**src/rtl/bcd_pkg.sv**
```systemverilog
`timescale 1ns / 1ps
`default_nettype none
package bcd_pkg;

  // block difference modes, encoded as the diff_mode register value
  typedef enum logic [1:0] {
    MODE_MAX   = 2'd0,
    MODE_MEAN  = 2'd1,
    MODE_EXACT = 2'd2,
    MODE_QMEAN = 2'd3
  } diff_mode_t;

  // configuration register indexes
  localparam logic [1:0] CFG_DIFF_MODE = 2'd0;
  localparam logic [1:0] CFG_MAX_DIFF  = 2'd1;

  // fixed field widths
  localparam int CHAN_W   = 8;
  localparam int SAD_W    = 10;  // |dR|+|dG|+|dB| up to 765
  localparam int TERM_W   = 20;  // square of the pixel difference
  localparam int ACC_W    = 26;
  localparam int COUNT_W  = 7;
  localparam int BOUND_W  = 28;
  localparam int QUEUE_DEPTH = 4;

  localparam logic [ACC_W-1:0] ACC_MAX = {ACC_W{1'b1}};
  localparam logic [1:0]       MODE_RESET = 2'd3;
  localparam logic [SAD_W-1:0] MAX_DIFF_RESET = 10'd192;

  // one classified pixel handed from the front end to the back end
  typedef struct packed {
    logic [SAD_W-1:0] sad;
    logic             exceed;
    logic             differ;
    logic             last;
  } item_t;

endpackage
`default_nettype wire

```
**src/rtl/bcd_front.sv**
```systemverilog
`timescale 1ns / 1ps
`default_nettype none
module bcd_front (
  input  wire logic [47:0]                  pix_data,
  input  wire logic                         pix_last,
  input  wire logic [bcd_pkg::SAD_W-1:0]    max_diff,
  output bcd_pkg::item_t                    item
);

  logic [bcd_pkg::CHAN_W-1:0] cur_r, cur_g, cur_b, prev_r, prev_g, prev_b;
  logic [bcd_pkg::CHAN_W-1:0] ad_r, ad_g, ad_b;
  logic [bcd_pkg::SAD_W-1:0]  sad;

  // unpack the colour bytes, red in the lowest bits
  assign cur_r  = pix_data[7:0];
  assign cur_g  = pix_data[15:8];
  assign cur_b  = pix_data[23:16];
  assign prev_r = pix_data[31:24];
  assign prev_g = pix_data[39:32];
  assign prev_b = pix_data[47:40];

  // absolute channel differences
  assign ad_r = (cur_r > prev_r) ? (cur_r - prev_r) : (prev_r - cur_r);
  assign ad_g = (cur_g > prev_g) ? (cur_g - prev_g) : (prev_g - cur_g);
  assign ad_b = (cur_b > prev_b) ? (cur_b - prev_b) : (prev_b - cur_b);

  assign sad = bcd_pkg::SAD_W'(ad_r) + bcd_pkg::SAD_W'(ad_g) + bcd_pkg::SAD_W'(ad_b);

  // classify the pixel
  always_comb begin
    item.sad    = sad;
    item.exceed = (sad > max_diff);
    item.differ = (pix_data[23:0] != pix_data[47:24]);
    item.last   = pix_last;
  end

endmodule
`default_nettype wire

```
**src/rtl/bcd_queue.sv**
```systemverilog
`timescale 1ns / 1ps
`default_nettype none
module bcd_queue (
  input  wire logic           clk,
  input  wire logic           rst,
  input  wire logic           push,
  input  wire bcd_pkg::item_t push_item,
  output logic                full,
  input  wire logic           pop,
  output bcd_pkg::item_t      pop_item,
  output logic                not_empty
);

  localparam int PtrW = $clog2(bcd_pkg::QUEUE_DEPTH);
  localparam int CntW = $clog2(bcd_pkg::QUEUE_DEPTH + 1);

  bcd_pkg::item_t entries [bcd_pkg::QUEUE_DEPTH];
  logic [PtrW-1:0] wr_ptr, rd_ptr;
  logic [CntW-1:0] fill;
  logic            do_push, do_pop;

  assign full      = (fill == CntW'(bcd_pkg::QUEUE_DEPTH));
  assign not_empty = (fill != '0);
  assign do_push   = push && !full;
  assign do_pop    = pop && not_empty;
  assign pop_item  = entries[rd_ptr];

  // entry storage
  always_ff @(posedge clk) begin
    if (do_push) begin
      entries[wr_ptr] <= push_item;
    end
  end

  // pointers and fill level
  always_ff @(posedge clk) begin
    if (rst) begin
      wr_ptr <= '0;
      rd_ptr <= '0;
      fill   <= '0;
    end else begin
      if (do_push) begin
        wr_ptr <= wr_ptr + 1'b1;
      end
      if (do_pop) begin
        rd_ptr <= rd_ptr + 1'b1;
      end
      if (do_push && !do_pop) begin
        fill <= fill + 1'b1;
      end else if (do_pop && !do_push) begin
        fill <= fill - 1'b1;
      end
    end
  end

endmodule
`default_nettype wire

```
**src/rtl/bcd_back.sv**
```systemverilog
`timescale 1ns / 1ps
`default_nettype none
module bcd_back #(
  parameter int BLOCK_EDGE = 8
) (
  input  wire logic                          clk,
  input  wire logic                          rst,
  input  wire logic                          q_valid,
  input  wire bcd_pkg::item_t                q_item,
  output logic                               q_pop,
  input  wire bcd_pkg::diff_mode_t           diff_mode,
  input  wire logic [bcd_pkg::SAD_W-1:0]     max_diff,
  output logic                               out_valid,
  input  wire logic                          out_ready,
  output logic                               out_changed,
  output logic [bcd_pkg::COUNT_W-1:0]        out_pixels
);

  localparam int CapRaw = BLOCK_EDGE * BLOCK_EDGE;
  localparam int Cap = (CapRaw > 127) ? 127 : ((CapRaw < 1) ? 1 : CapRaw);
  localparam logic [bcd_pkg::COUNT_W-1:0] CapN = bcd_pkg::COUNT_W'(Cap);

  logic en;

  // term stage
  logic                         a_valid, a_exceed, a_differ, a_last;
  logic [bcd_pkg::TERM_W-1:0]   a_term, term_next;

  // accumulate stage
  logic [bcd_pkg::ACC_W-1:0]    acc;
  logic [bcd_pkg::COUNT_W-1:0]  cnt;
  logic                         exceed_acc, differ_acc;
  logic [bcd_pkg::ACC_W:0]      sum;
  logic [bcd_pkg::ACC_W-1:0]    acc_sat;
  logic [bcd_pkg::COUNT_W-1:0]  n;
  logic                         close_block;
  logic                         b_valid, b_exceed, b_differ;
  logic [bcd_pkg::ACC_W-1:0]    b_acc;
  logic [bcd_pkg::COUNT_W-1:0]  b_n;

  // bound stage
  logic [bcd_pkg::TERM_W-1:0]   max_sq;
  logic [bcd_pkg::TERM_W:0]     thr1;
  logic                         c_valid, c_exceed, c_differ;
  logic [bcd_pkg::ACC_W-1:0]    c_acc;
  logic [bcd_pkg::COUNT_W-1:0]  c_n;
  logic [bcd_pkg::BOUND_W-1:0]  c_bound;
  logic                         changed;

  // the whole back end moves when the output register can take a result
  assign en    = !out_valid || out_ready;
  assign q_pop = en && q_valid;

  // per-pixel term for the selected mode
  always_comb begin
    case (diff_mode)
      bcd_pkg::MODE_QMEAN: term_next = bcd_pkg::TERM_W'(q_item.sad) *
                                       bcd_pkg::TERM_W'(q_item.sad);
      bcd_pkg::MODE_MEAN:  term_next = bcd_pkg::TERM_W'(q_item.sad);
      default:             term_next = '0;
    endcase
  end

  always_ff @(posedge clk) begin
    if (rst) begin
      a_valid <= 1'b0;
    end else if (en) begin
      a_valid <= q_valid;
    end
  end

  always_ff @(posedge clk) begin
    if (en) begin
      a_term   <= term_next;
      a_exceed <= q_item.exceed;
      a_differ <= q_item.differ;
      a_last   <= q_item.last;
    end
  end

  // saturating accumulation and block close
  assign sum         = {1'b0, acc} + (bcd_pkg::ACC_W + 1)'(a_term);
  assign acc_sat     = sum[bcd_pkg::ACC_W] ? bcd_pkg::ACC_MAX : sum[bcd_pkg::ACC_W-1:0];
  assign n           = cnt + 1'b1;
  assign close_block = a_last || (n >= CapN);

  always_ff @(posedge clk) begin
    if (rst) begin
      acc        <= '0;
      cnt        <= '0;
      exceed_acc <= 1'b0;
      differ_acc <= 1'b0;
      b_valid    <= 1'b0;
    end else if (en) begin
      b_valid <= a_valid && close_block;
      if (a_valid) begin
        if (close_block) begin
          acc        <= '0;
          cnt        <= '0;
          exceed_acc <= 1'b0;
          differ_acc <= 1'b0;
        end else begin
          acc        <= acc_sat;
          cnt        <= n;
          exceed_acc <= exceed_acc | a_exceed;
          differ_acc <= differ_acc | a_differ;
        end
      end
    end
  end

  always_ff @(posedge clk) begin
    if (en) begin
      b_acc    <= acc_sat;
      b_n      <= n;
      b_exceed <= exceed_acc | a_exceed;
      b_differ <= differ_acc | a_differ;
    end
  end

  // squared threshold, follows the register
  always_ff @(posedge clk) begin
    max_sq <= bcd_pkg::TERM_W'(max_diff) * bcd_pkg::TERM_W'(max_diff);
  end

  // floor(acc / n) > thr  is the same as  acc >= (thr + 1) * n
  assign thr1 = (diff_mode == bcd_pkg::MODE_QMEAN)
                ? ({1'b0, max_sq} + 1'b1)
                : ((bcd_pkg::TERM_W + 1)'(max_diff) + 1'b1);

  always_ff @(posedge clk) begin
    if (rst) begin
      c_valid <= 1'b0;
    end else if (en) begin
      c_valid <= b_valid;
    end
  end

  always_ff @(posedge clk) begin
    if (en) begin
      c_bound  <= bcd_pkg::BOUND_W'(thr1) * bcd_pkg::BOUND_W'(b_n);
      c_acc    <= b_acc;
      c_n      <= b_n;
      c_exceed <= b_exceed;
      c_differ <= b_differ;
    end
  end

  // decision under the mode at block end
  always_comb begin
    unique case (diff_mode)
      bcd_pkg::MODE_MAX:   changed = c_exceed;
      bcd_pkg::MODE_EXACT: changed = c_differ;
      default:             changed = (bcd_pkg::BOUND_W'(c_acc) >= c_bound);
    endcase
  end

  // output register
  always_ff @(posedge clk) begin
    if (rst) begin
      out_valid <= 1'b0;
    end else if (en) begin
      out_valid <= c_valid;
    end
  end

  always_ff @(posedge clk) begin
    if (en && c_valid) begin
      out_changed <= changed;
      out_pixels  <= c_n;
    end
  end

endmodule
`default_nettype wire

```
**src/rtl/block_change_detector.sv**
```systemverilog
`timescale 1ns / 1ps
`default_nettype none
// Throughput: one pixel pair per cycle, held as long as the result side keeps up.
// Path: after its last pixel transfer, a block result passes the queue, then the registers
// for term multiply, accumulate, threshold multiply and the output register.
// A four-entry queue splits pixel classification from the accumulate pipeline.
// Reset (rst, synchronous): diff_mode 3, max_diff 192, empty queue, block state cleared.
module block_change_detector #(
  parameter int BLOCK_EDGE = 8
) (
  input  wire logic        clk,
  input  wire logic        rst,
  input  wire logic        s_tvalid,
  output logic             s_tready,
  // cur_red, cur_green, cur_blue, prev_red, prev_green, prev_blue (8 bits each)
  input  wire logic [47:0] s_tdata,
  input  wire logic        s_tlast,   // last_of_block
  output logic             m_tvalid,
  input  wire logic        m_tready,
  // block_changed [0], block_pixels [7:1]
  output logic [7:0]       m_tdata,
  input  wire logic        cfg_we,
  input  wire logic [1:0]  cfg_index,
  input  wire logic [9:0]  cfg_data
);

  bcd_pkg::diff_mode_t            diff_mode;
  logic [bcd_pkg::SAD_W-1:0]      max_diff;
  bcd_pkg::item_t                 front_item, q_item;
  logic                           q_full, q_pop, q_valid;
  logic                           out_changed;
  logic [bcd_pkg::COUNT_W-1:0]    out_pixels;

  // configuration registers
  always_ff @(posedge clk) begin
    if (rst) begin
      diff_mode <= bcd_pkg::diff_mode_t'(bcd_pkg::MODE_RESET);
      max_diff  <= bcd_pkg::MAX_DIFF_RESET;
    end else if (cfg_we) begin
      if (cfg_index == bcd_pkg::CFG_DIFF_MODE) begin
        diff_mode <= bcd_pkg::diff_mode_t'(cfg_data[1:0]);
      end else if (cfg_index == bcd_pkg::CFG_MAX_DIFF) begin
        max_diff <= cfg_data;
      end
    end
  end

  // pixel classification
  bcd_front u_front (
    .pix_data (s_tdata),
    .pix_last (s_tlast),
    .max_diff (max_diff),
    .item     (front_item)
  );

  assign s_tready = !q_full;

  // queue between front and back
  bcd_queue u_queue (
    .clk       (clk),
    .rst       (rst),
    .push      (s_tvalid),
    .push_item (front_item),
    .full      (q_full),
    .pop       (q_pop),
    .pop_item  (q_item),
    .not_empty (q_valid)
  );

  // accumulation and decision
  bcd_back #(
    .BLOCK_EDGE (BLOCK_EDGE)
  ) u_back (
    .clk         (clk),
    .rst         (rst),
    .q_valid     (q_valid),
    .q_item      (q_item),
    .q_pop       (q_pop),
    .diff_mode   (diff_mode),
    .max_diff    (max_diff),
    .out_valid   (m_tvalid),
    .out_ready   (m_tready),
    .out_changed (out_changed),
    .out_pixels  (out_pixels)
  );

  assign m_tdata = {out_pixels, out_changed};

`ifndef SYNTH
  // a finished block always holds at least one pixel
  assert property (@(posedge clk) disable iff (rst) m_tvalid |-> (m_tdata[7:1] != '0))
    else $error("block result with zero pixels");

  // block size never exceeds the capacity
  assert property (@(posedge clk) disable iff (rst)
    m_tvalid |-> (int'(m_tdata[7:1]) <= BLOCK_EDGE * BLOCK_EDGE))
    else $error("block result larger than block capacity");

  // the queue is empty right after reset
  assert property (@(posedge clk) $past(rst) |-> s_tready)
    else $error("input not ready after reset");
`endif

endmodule
`default_nettype wire

```
**config.mk**
```make
export PLATFORM = sky130hd
export DESIGN_NAME = block_change_detector
export DESIGN_NICKNAME = d
export VERILOG_FILES = /design/src/rtl/bcd_pkg.sv /design/src/rtl/bcd_front.sv /design/src/rtl/bcd_queue.sv /design/src/rtl/bcd_back.sv /design/src/rtl/block_change_detector.sv
export SDC_FILE = /design/constraint.sdc
export NUM_CORES = 1
export LEC_CHECK = 0
export BUFFER_PORTS_ARGS = -buffer_cell sky130_fd_sc_hd__buf_4
export CORE_UTILIZATION = 60
export DETAILED_ROUTE_END_ITERATION = 10
export PLACE_DENSITY = 0.77
export SYNTH_ARGS = -nofsm -noshare
export SYNTH_HDL_FRONTEND = slang
export SYNTH_SLANG_ARGS = --single-unit
```
**constraint.sdc**
```tcl
create_clock -name clk -period 8.1 [get_ports clk]
set_input_delay 0.405 -clock clk [delete_from_list [all_inputs] [get_ports clk]]
set_output_delay 0.405 -clock clk [all_outputs]
set_load 0.05 [all_outputs]
```
==> metrics <==
layout cells sized above 1 0.0710; register area 7020 µm²; CTS tree built; Pre-antenna DRT Iters 5; worst stage delay on the critical path 0.77 ns; total number of cells along the worst setup path 20; Multi-input gate area 14700 µm²; register bit total from synthesis 260; DRT antenna net count 0; post-CTS sizing 0; initial antenna violation count 1; R2R setup slack 1.18 ns; met2 wire len 24900 µm; Die Y 199 µm; Area growth syn-to-layout 8.26%; vias in the first global route 17322; Worst setup endpoint u_back.c_bound[27]$_DFFE_PN_; DR vias/cell 5.70; FFs w/ async S/R, synth 0; nets 2903; Core Box Area 37900 µm²; cts hold-fix bufs 0; reg2reg start max_diff[0]$_SDFFE_PP0P_; row count 71; port bufs 75; Hold Path Class in2reg; Most used DFF post-synth edfxtp_1; post-synth cell types 84; part of the cycle the worst path needs 0.854; Reg2Reg Depth 20; yosys warns 0; Clk Latency, worst-skew pair 0.55 ns; clock root cell clkbuf_16; GPL Wtd Cong 0.902; outcome finished clean; R2R Path End u_back.c_bound[27]$_DFFE_PN_; Max Fanout on Critical Path 8; Syn Inst Count 2328; H-tree depth 1; Sink Count 260; setup_tns 0 ns; WP data arrival 7.30 ns; RSZ-0062 raised after global routing no; syn_area_per_cell 10.0 µm²; total gr overflow 0; Max Cap Violations 0; critical path class reg2reg; CTS Buffer Depth 3; Final setup viols 0; Routed WL 50400 µm; Setup Buffers After CTS 0; Slew HR 0.301; CP max-delay cell o21ai_0; Post-Route M1 WL 21400 µm; fillers 2933; Routed WL per cell 17.3 µm; CTS clk-pin slew, worst paths 0.06 ns; crit path cell chain ha_1 > nand3_1 > nor3_1 > xnor2_1 > o21ai_0 > and2_1 > fa_1 > fa_1 > fa_1 > inv_1 > fa_1 > inv_1 > ha_1 > and3_1 > nand3_1 > or3_1 > a211oi_1 > a2111oi_0 > o211a_1 > a211oi_1; top routing layer used met5; Largest delay share family, worst path adder cells; final slew viol count 0; DP Wirelength 39700 µm; post-layout min period 6.92 ns; CP Buf/Inv Count 2; Residual DRC 0; Top cell by count, worst path fa_1; GRT Resource Usage Total 0.266; post-synthesis cell area 23300 µm²; Inserted Clock Buffers 27; Met3 Routed Length 2480 µm; first-pass GRT wire length 83500 µm; Startpoint Class register; Critical Path End Type register; Worst Path Required 8.48 ns; via count 16590; 1st-iter DRT viols 1041; IO Pins 76; clk_skew 0.0146 ns; Starting Density 0.615; FMAX 145 MHz; post-synthesis sequential area ratio 0.301; launch point of the worst path max_diff[0]$_SDFFE_PP0P_; Hold Violations, Final 0; Tightest Pin Transition 1.04 ns; Chip Width 199 µm; pin count of the biggest net entering global routing 83; number of synthesized flops with an enable pin 181; die area 39600 µm²
==> how the worst min path moves through the flow <==
stage / slack, ns / cells past startpoint / to / start
2_1_floorplan: 0.40 / 0 / u_back.c_acc[0]$_DFFE_PN_ / u_back.b_acc[0]$_DFFE_PN_
3_3_place_gp: 0.40 / 0 / u_back.c_differ$_DFFE_PN_ / u_back.b_differ$_DFFE_PN_
3_5_place_dp: 0.41 / 0 / u_back.c_acc[16]$_DFFE_PN_ / u_back.b_acc[16]$_DFFE_PN_
4_1_cts: 0.07 / 1 / u_queue.entries[1][0]$_DFFE_PP_ / s_tlast
5_1_grt: 0.08 / 1 / u_queue.entries[2][0]$_DFFE_PP_ / s_tlast
6_report: 0.09 / 1 / u_queue.entries[1][0]$_DFFE_PP_ / s_tlast
==> flip-flops by register name (all words and copies together) (netlist names), 10 cells and up, named ones only <==
register and count:
u_queue.entries 52, u_back.c_bound 28, u_back.acc 26, u_back.b_acc 26, u_back.c_acc 26, u_back.a_term 20
u_back.max_sq 19, max_diff 10
==> synth_stat cells (all sizes together) (13+ instances only) <==
cell type  count  area [µm²]
inv          360        1350
ha           264        3300
fa           198        3960
edfxtp       181        5440
nand2        171         642
a21oi        122         611
nor2         122         458
xnor2         88         771
and2          80         500
dfxtp         79        1580
o21ai         65         325
clkbuf        55         208
and3          54         338
nand3         46         230
a21o          45         338
nor2b         37         231
xor2          37         324
mux2i         28         280
nor3          27         135
a22o          20         175
nand2b        19         119
o21bai        19         143
a211oi        14         105
mux4          13         293
o21a          13        97.6
==> through the flow <==
step | setup slack, ns | util | instances | hold WS (ns) | instance area (µm²)
final | 1.18 | 0.665 | 2908 | 0.0943 | 25200
after global routing | 0.681 | 0.665 | 2907 | 0.0761 | 25200
after CTS | 1.17 | 0.665 | 2907 | 0.0672 | 25200
after detailed placement | 1.23 | 0.641 | 2857 | 0.405 | 24300
after global placement | 1.41 | 0.641 | 2857 | 0.402 | 24300
after floorplan | 2.06 | - | 2333 | 0.400 | 23300
==> cells by family (layout without fill, tap and decap cells) <==
| logic type | Yosys count | count (layout) | synth area share |
|---|---|---|---|
| buf+inv | 434 | 497 | 0.0704 |
| flops | 260 | 260 | 0.301 |
| compound gates | 378 | 378 | 0.108 |
| fa+ha+maj | 462 | 462 | 0.312 |
| mux | 53 | 53 | 0.0304 |
| xor+xnor | 125 | 125 | 0.0470 |
| other cells | 2 | 8 | 0.000322 |
| simple gates | 614 | 614 | 0.131 |
==> layer usage <==
layer,GRT usage,up-vias
li1,-,7938
met1,0.336,8108
met2,0.465,447
met3,0.0371,95
met4,0.0917,2
met5,0,-
==> layout by cell type (no fill, tap or decap), drive strengths merged, types with 5 or more instances in the layout <==
master,netlist,final
a2111oi,5,5
a211oi,14,14
a21boi,7,7
a21o,45,45
a21oi,122,122
a22o,20,20
a31oi,9,9
and2,80,80
and3,54,54
buf,12,80
clkbuf,55,37
clkinv,7,12
conb,2,7
dfxtp,79,79
edfxtp,181,181
fa,198,198
ha,264,264
inv,360,363
mux2,12,12
mux2i,28,28
mux4,13,13
nand2,171,171
nand2b,19,19
nand3,46,46
nand3b,5,5
nand4,11,11
nor2,122,122
nor2b,37,37
nor3,27,27
o211ai,12,12
o21a,13,13
o21ai,65,65
o21bai,19,19
or2,12,12
or3,11,11
xnor2,88,88
xor2,37,37
==> final cells by class <==
type | instances | share of cell area
antenna | 1 | 0.0000992
clock buffer | 37 | 0.0298
clock inverter | 13 | 0.00635
inverter | 367 | 0.0547
multi-input combinational | 1639 | 0.582
sequential | 260 | 0.278
tap | 511 | 0.0253
timing repair buffer | 80 | 0.0238
==> worst reg2reg max path, cell delays in order, from the launching register on <==
cell and delay (ns):
dfxtp_1 0.58, ha_1 0.32, nand3_1 0.16, nor3_1 0.22
xnor2_1 0.08, o21ai_0 0.77, and2_1 0.26, fa_1 0.45
fa_1 0.53, fa_1 0.54, inv_1 0.05, fa_1 0.53
inv_1 0.04, ha_1 0.37, and3_1 0.25, nand3_1 0.12
or3_1 0.43, a211oi_1 0.35, a2111oi_0 0.22, o211a_1 0.27
a211oi_1 0.20
Power is not shown: default switching activity piles up to over one toggle a cycle in this logic, so the estimate is an artifact.
